## src/sv/max_segment_tree_first_at_least_defines.svh

```systemverilog
// Assertion macros shared by the max segment tree modules.
// Expects signals named clock and reset in the including scope.
`ifndef MAX_SEGMENT_TREE_FIRST_AT_LEAST_DEFINES_SVH
`define MAX_SEGMENT_TREE_FIRST_AT_LEAST_DEFINES_SVH

// Same-cycle implication.
`define MSTFA_ASSERT_IMPL(label, ante, cons, msg) \
   label: assert property (@(posedge clock) disable iff (reset) (ante) |-> (cons)) \
      else $error(msg);

// Next-cycle implication.
`define MSTFA_ASSERT_NEXT(label, ante, cons, msg) \
   label: assert property (@(posedge clock) disable iff (reset) (ante) |=> (cons)) \
      else $error(msg);

`endif

```

## src/sv/mstfa_pkg.sv

```systemverilog
// Shared constants, types and control structs for the max segment tree.
// No dependencies.
package mstfa_pkg;

   localparam int LEAVES    = 1024;
   localparam int LEVELS    = $clog2(LEAVES);
   localparam int DEPTH     = 2 * LEAVES;
   localparam int ADDR_W    = LEVELS + 1;
   localparam int VALUE_W   = 31;
   localparam int POS_W     = 10;
   localparam int INDEX_W   = 10;
   localparam int POS_EXT_W = (LEVELS > POS_W) ? LEVELS : POS_W;

   localparam logic OP_SET   = 1'b0;
   localparam logic OP_QUERY = 1'b1;

   typedef logic [ADDR_W-1:0]  addr_type;
   typedef logic [VALUE_W-1:0] value_type;

   localparam addr_type ROOT_NODE = addr_type'(1);

   typedef struct packed {
      logic clear;      // reset sweep, one node per cycle
      logic load;       // input transfer
      logic set_leaf;   // write leaf, fetch sibling
      logic set_up;     // write parent max, fetch next sibling
      logic qry_chk;    // compare threshold against root
      logic qry_down;   // one level of descent
   } cmd_type;

   typedef struct packed {
      logic clr_last;
      logic req_is_set;
      logic set_top;
      logic miss;
      logic leaf_hit;
   } status_type;

endpackage

```

## src/sv/mstfa_ctrl.sv

```systemverilog
// Sequencer for the max segment tree: clear sweep, set walk, query descent.
// Depends on mstfa_pkg and the assertion macro header.
`include "max_segment_tree_first_at_least_defines.svh"

module mstfa_ctrl (
   input  logic                 clock,
   input  logic                 reset,
   input  logic                 req_valid,
   output logic                 req_ready,
   output logic                 rsp_valid,
   input  logic                 rsp_ready,
   input  mstfa_pkg::status_type status,
   output mstfa_pkg::cmd_type    cmd
);

   typedef enum logic [6:0] {
      ST_CLEAR    = 7'b0000001,
      ST_IDLE     = 7'b0000010,
      ST_SET_LEAF = 7'b0000100,
      ST_SET_UP   = 7'b0001000,
      ST_QRY_CHK  = 7'b0010000,
      ST_QRY_DOWN = 7'b0100000,
      ST_RESP     = 7'b1000000
   } state_type;

   state_type state_ff, state_in;

   always_comb begin
      state_in = state_ff;
      unique case (state_ff)
         ST_CLEAR: begin
            if (status.clr_last) state_in = ST_IDLE;
         end
         ST_IDLE: begin
            if (req_valid) state_in = status.req_is_set ? ST_SET_LEAF : ST_QRY_CHK;
         end
         ST_SET_LEAF: begin
            state_in = ST_SET_UP;
         end
         ST_SET_UP: begin
            if (status.set_top) state_in = ST_IDLE;
         end
         ST_QRY_CHK: begin
            state_in = status.miss ? ST_RESP : ST_QRY_DOWN;
         end
         ST_QRY_DOWN: begin
            if (status.leaf_hit) state_in = ST_RESP;
         end
         ST_RESP: begin
            if (rsp_ready) state_in = ST_IDLE;
         end
         default: begin
            state_in = ST_CLEAR;
         end
      endcase
   end

   always_ff @(posedge clock) begin
      if (reset) begin
         state_ff <= ST_CLEAR;
      end else begin
         state_ff <= state_in;
      end
   end

   assign req_ready = (state_ff == ST_IDLE);
   assign rsp_valid = (state_ff == ST_RESP);

   always_comb begin
      cmd          = '0;
      cmd.clear    = (state_ff == ST_CLEAR);
      cmd.load     = (state_ff == ST_IDLE) && req_valid;
      cmd.set_leaf = (state_ff == ST_SET_LEAF);
      cmd.set_up   = (state_ff == ST_SET_UP);
      cmd.qry_chk  = (state_ff == ST_QRY_CHK);
      cmd.qry_down = (state_ff == ST_QRY_DOWN);
   end

   `MSTFA_ASSERT_IMPL(a_ready_excl, rsp_valid, !req_ready, "input ready while a response waits")
   `MSTFA_ASSERT_NEXT(a_set_done, (state_ff == ST_SET_UP) && status.set_top, req_ready, "set walk did not end after root update")
   `MSTFA_ASSERT_NEXT(a_query_path, cmd.load && !status.req_is_set, state_ff == ST_QRY_CHK, "query transfer did not start root check")

endmodule

```

## config.mk

```make
export PLATFORM = sky130hd
export DESIGN_NAME = mstfa_ctrl
export DESIGN_NICKNAME = d
export VERILOG_FILES = /design/src/sv/mstfa_pkg.sv /design/src/sv/mstfa_ctrl.sv
export VERILOG_INCLUDE_DIRS = /design/src /design/src/sv
export SDC_FILE = /design/constraint.sdc
export NUM_CORES = 1
export LEC_CHECK = 0
export BUFFER_PORTS_ARGS = -buffer_cell sky130_fd_sc_hd__buf_2
export CAP_MARGIN = 5
export CORE_AREA = 4 4 41 43
export DETAILED_ROUTE_END_ITERATION = 16
export DIE_AREA = 0 0 45 47
export PLACE_DENSITY = 0.64
export SLEW_MARGIN = 20
export SYNTH_ARGS = -nofsm -noshare
export SYNTH_HDL_FRONTEND = slang
export SYNTH_SLANG_ARGS = --single-unit
```

## constraint.sdc

```tcl
create_clock -name clock -period 1.8 [get_ports clock]
set_clock_uncertainty 0.05 [all_clocks]
set_input_delay 0.18 -clock clock [delete_from_list [all_inputs] [get_ports clock]]
set_output_delay 0.18 -clock clock [all_outputs]
set_load 0.02 [all_outputs]
```

# After elaboration in Yosys (flattened, before gate mapping)
# Index checks and enable logic that the tools add are counted.
[totals]
memories = 0
ram_bits = 0
inputBits = 9
word_cells = 23
out_inout_bits = 8
rom_bits = 0
latchBits = 0
reg_bits = 7
[classes]
n_eq_ne = 12
div = 0
add_sub_neg = 0
bitwise = 0
muxes = 8
n_mul = 0
n_reduce_logical = 2
shifts = 0
n_lt_le_gt_ge = 0
[ops]
columns = ["operator", "n"]
rows = [
  ["7-bit one-hot mux with 7 select lines", 1],
  ["7-bit two-way mux", 6],
  ["2-bit != test (second input constant)", 4],
  ["7-bit by 1-bit == test with 1-bit output (second input constant)", 1],
  ["7-bit by 2-bit == test with 1-bit output (second input constant)", 1],
  ["7-bit by 3-bit == test with 1-bit output (second input constant)", 1],
  ["7-bit by 4-bit == test with 1-bit output (second input constant)", 1],
  ["7-bit by 5-bit == test with 1-bit output (second input constant)", 1],
  ["7-bit by 6-bit == test with 1-bit output (second input constant)", 1],
  ["7-bit == test (second input constant)", 1],
  ["5-bit two-way mux", 1],
  ["5-bit AND reduction", 1],
  ["2-bit by 1-bit != test with 1-bit output (second input constant)", 1],
  ["1-bit logical AND", 1],
]

# Longest topological paths before layout
[logic_depth]
word_depth = 3
depth_mapped = 5
mapped_depth_nobuf = 4

# Worst setup path before layout
# Ideal clock, no wire load.
[synth_timing]
kind = "register -> register"
startpoint = "register state_ff[6]"
endpoint = "register state_ff[6]"
period_less_slack_ns = 1.981
arrival_time_ns = 1.845
slack_ns = -0.181
n_path_buf = 1
setup_ns = 0.086
path_stages_with_launch = 6
t_required_ns = 1.664
path_cell_list = "dfxtp_1 -> buf_8 -> or4_4 -> nor4b_2 -> a21oi_1 -> a221oi_2"
[synth_lines]
columns = ["element", "line", "text"]
rows = [
  ["from (decl)", "mstfa_ctrl.sv:26", "state_type state_ff, state_in;"],
  ["from (signal assigned)", "mstfa_ctrl.sv:62", "state_ff <= state_in;"],
]

==> key figures <==
Status
  • Status: complete, but fails checks
  • Failing checks: negative setup slack

Placed design
  • Post-DP HPWL: 1080 um
  • Placer Congestion: 0.806
  • Dpl cell area: 673 um^2
  • Pre-CTS setup slack: 44.3 ps
  • Port bufs: 16

Final layout
  • Commonest non-fill, non-tap cell in the layout: buf_4
  • Layout net count: 98
  • Top reg by flops: state_ff
  • Top Registers: state_ff x7
  • Most frequent cells in the layout: buf_4 (16), buf_2 (11)
  • Utilization after layout: between 60% and 70%
  • Share of cells above drive strength 1: a little under three fifths
  • Syn-to-layout area delta: 54.2%
  • Design area: 797 um^2
  • Number of flip-flops in the largest register: 7
  • Antenna diodes: 0

Yosys
  • Sequential fraction of the synthesis area: 27.1%
  • Synth area leader: dfxtp_1
  • Ys Warns: 0
  • Netlist Area Pre-Place: 517 um^2
  • EDFF count, synth: 0
  • #FFs+latches synth: 7
  • Mean Syn Cell Area: 9.07 um^2
  • Predominant post-synthesis flop cell: dfxtp_1
  • Syn_nets: 66
  • Async set or reset register ratio after synthesis: 0%
  • Cells after Synth: 57
  • Largest cells by area after synthesis: dfxtp_1 (27%), nor4b_2 (5.8%), nand2b_1 (4.8%)
  • Post-synth top area share: between 20% and 30%
  • Post-synthesis cell type count: 31

Clock tree
  • TritonCTS Buffers: 3
  • CTS tree: yes
  • H-Tree Depth: 1
  • CTS Hold Bufs: 0
  • Worst skew pair latency: roughly 250 ps
  • Clock Sinks: 7
  • Root buf cell: clkbuf_4
  • Clk buf depth: 2
  • Clock transition at path regs: 50 ps

Critical path
  • Crit path launch type: register
  • Crit Path Max Fanout: 4
  • Slowest stage cell, crit path: or4_4
  • Family with the most delay on the worst path: simple AND/OR/NAND/NOR gates
  • WP data arrival: between 1500 and 2000 ps
  • Crit Path Category: reg -> out
  • Highest cell delay on the worst timing path: between 500 and 600 ps
  • Worst Setup End Kind: output pin
  • WP data required: around 1600 ps
  • Crit-path cells: or4_4 -> nor4b_4 -> buf_4
  • R2R Setup Slk: approximately 20 ps
  • Reg2reg end: state_ff[5]
  • Worst r2r src: state_ff[0]
  • WP buf/inv: 1
  • R2R depth: 4

Drt
  • Post-route ant nets: 0
  • Via count: 562
  • Routed len/inst: 14.3 um
  • Vias per cell: 5.46
  • 1st-iter DRT viols: 12
  • Drc violations: 0
  • Routed WL: 1470 um
  • Drt pass-1 iters: 4

STA
  • RSZ-0062 raised after global routing: true
  • Rel. slew slack: 77.5%
  • Final hold violations: 0
  • Final setup fails: 1
  • Crit share post-route: 101%
  • Upper clock frequency limit: 547 MHz
  • Max-slew violation count: 0
  • Final WS setup: -26.8 ps
  • Tmin final: approximately 1800 ps
  • Slew @ Worst Pin: 337 ps

Power
  • Worst VDD drop: 453 uV
  • Pleak: approximately 0.33 nW
  • Design Power: 0.519 mW
  • Pwr Density: 651 nW/um^2

Global route
  • Largest net degree at the start of global routing: 8
  • Vias in the first global route: 515
  • First-pass GRT wire length: 2280 um
  • GRT Total Usage: 15.5%
  • Initial antenna violation count: 0
  • Total grt overflow: 0

Floorplan
  • FP Rows: 13
  • Die H: between 40 and 50 um
  • Core Region: 1300 um^2
  • Die area: 2120 um^2
  • Initial Util: about two fifths
  • I/O pin count: 17
  • Die X-Extent: 45 um

Worst hold path
  • Hold depth: 2
  • Endpoint, Worst Hold: state_ff[4]
  • Hold_sp: status[3]
  • Worst Hold Class: in -> reg

Job
  • Count of maximum capacitance violations: 0
[stage by stage]
step / setup TNS, ps / hold slack (ps) / cells
2_1_floorplan: -26.5 / 196 / 57
3_3_place_gp: 0 / 305 / 94
3_5_place_dp: 0 / 314 / 94
4_1_cts: -46.1 / 45.7 / 100
5_1_grt: -231 / 41.3 / 103
6_report: -26.8 / 48.2 / 103
[routing by layer]
metal	wire, um	up-vias	track usage (%)
met2	675	16	25.1
met4	32	0	8.77
li1	-	286	-
met3	105	4	5.75
met1	655	256	17.4
met5	0	-	0
[cells by family (layout without fill, tap and decap cells)]
family	after synthesis	after routing	synth area share (%)
flops	7	7	27.1
simple gates	32	32	45.8
compound gates	10	10	16.9
xor+xnor	2	2	3.39
buf+inv	6	37	6.78
[synthesized netlist by cell type, drive strengths merged, types with 2 or more instances]
library cell	instances
and3	3
and4	2
nor4b	2
nor2	4
a21oi	2
inv	4
or3	2
nor4	3
dfxtp	7
xnor2	2
nor3b	3
nand2b	4
o211ai	2
nor3	3
[layout make-up]
class / instances / area [um^2]
fill: 127 / 504
tap: 15 / 18.8
timing repair buffer: 29 / 198
multi-input combinational: 44 / 393
sequential: 7 / 146
inverter: 4 / 15.0
clock buffer: 4 / 26.3
[power by group]
group | internal [mW] | leakage (nW) | switching (mW)
Sequential | 0.167 | 0.0580 | 0.0178
Combinational | 0.0953 | 0.256 | 0.0938
Clock | 0.0847 | 0.0150 | 0.0597
Total | 0.347 | 0.329 | 0.171
[how the worst max path moves through the flow]
stage / startpoint / to / slack [ps] / depth (start not counted)
floorplan: state_ff[5] / state_ff[6] / -30 / 4
global placement: state_ff[0] / state_ff[5] / 80 / 4
detailed placement: state_ff[0] / state_ff[5] / 40 / 4
CTS: state_ff[2] / cmd[4] / -30 / 5
global route: state_ff[0] / cmd[2] / -100 / 3
finish: state_ff[0] / cmd[2] / -30 / 3
[timing repair]
| item | CTS | global route |
|---|---|---|
| gates cloned | 0 | 0 |
| pin swaps | 0 | 4 |
| resized for setup | 4 | 12 |
| buffers inserted | 2 | 3 |
| setup endpoints to repair | 5 | 7 |
No activity file was read; power rests on OpenSTA's default activity.
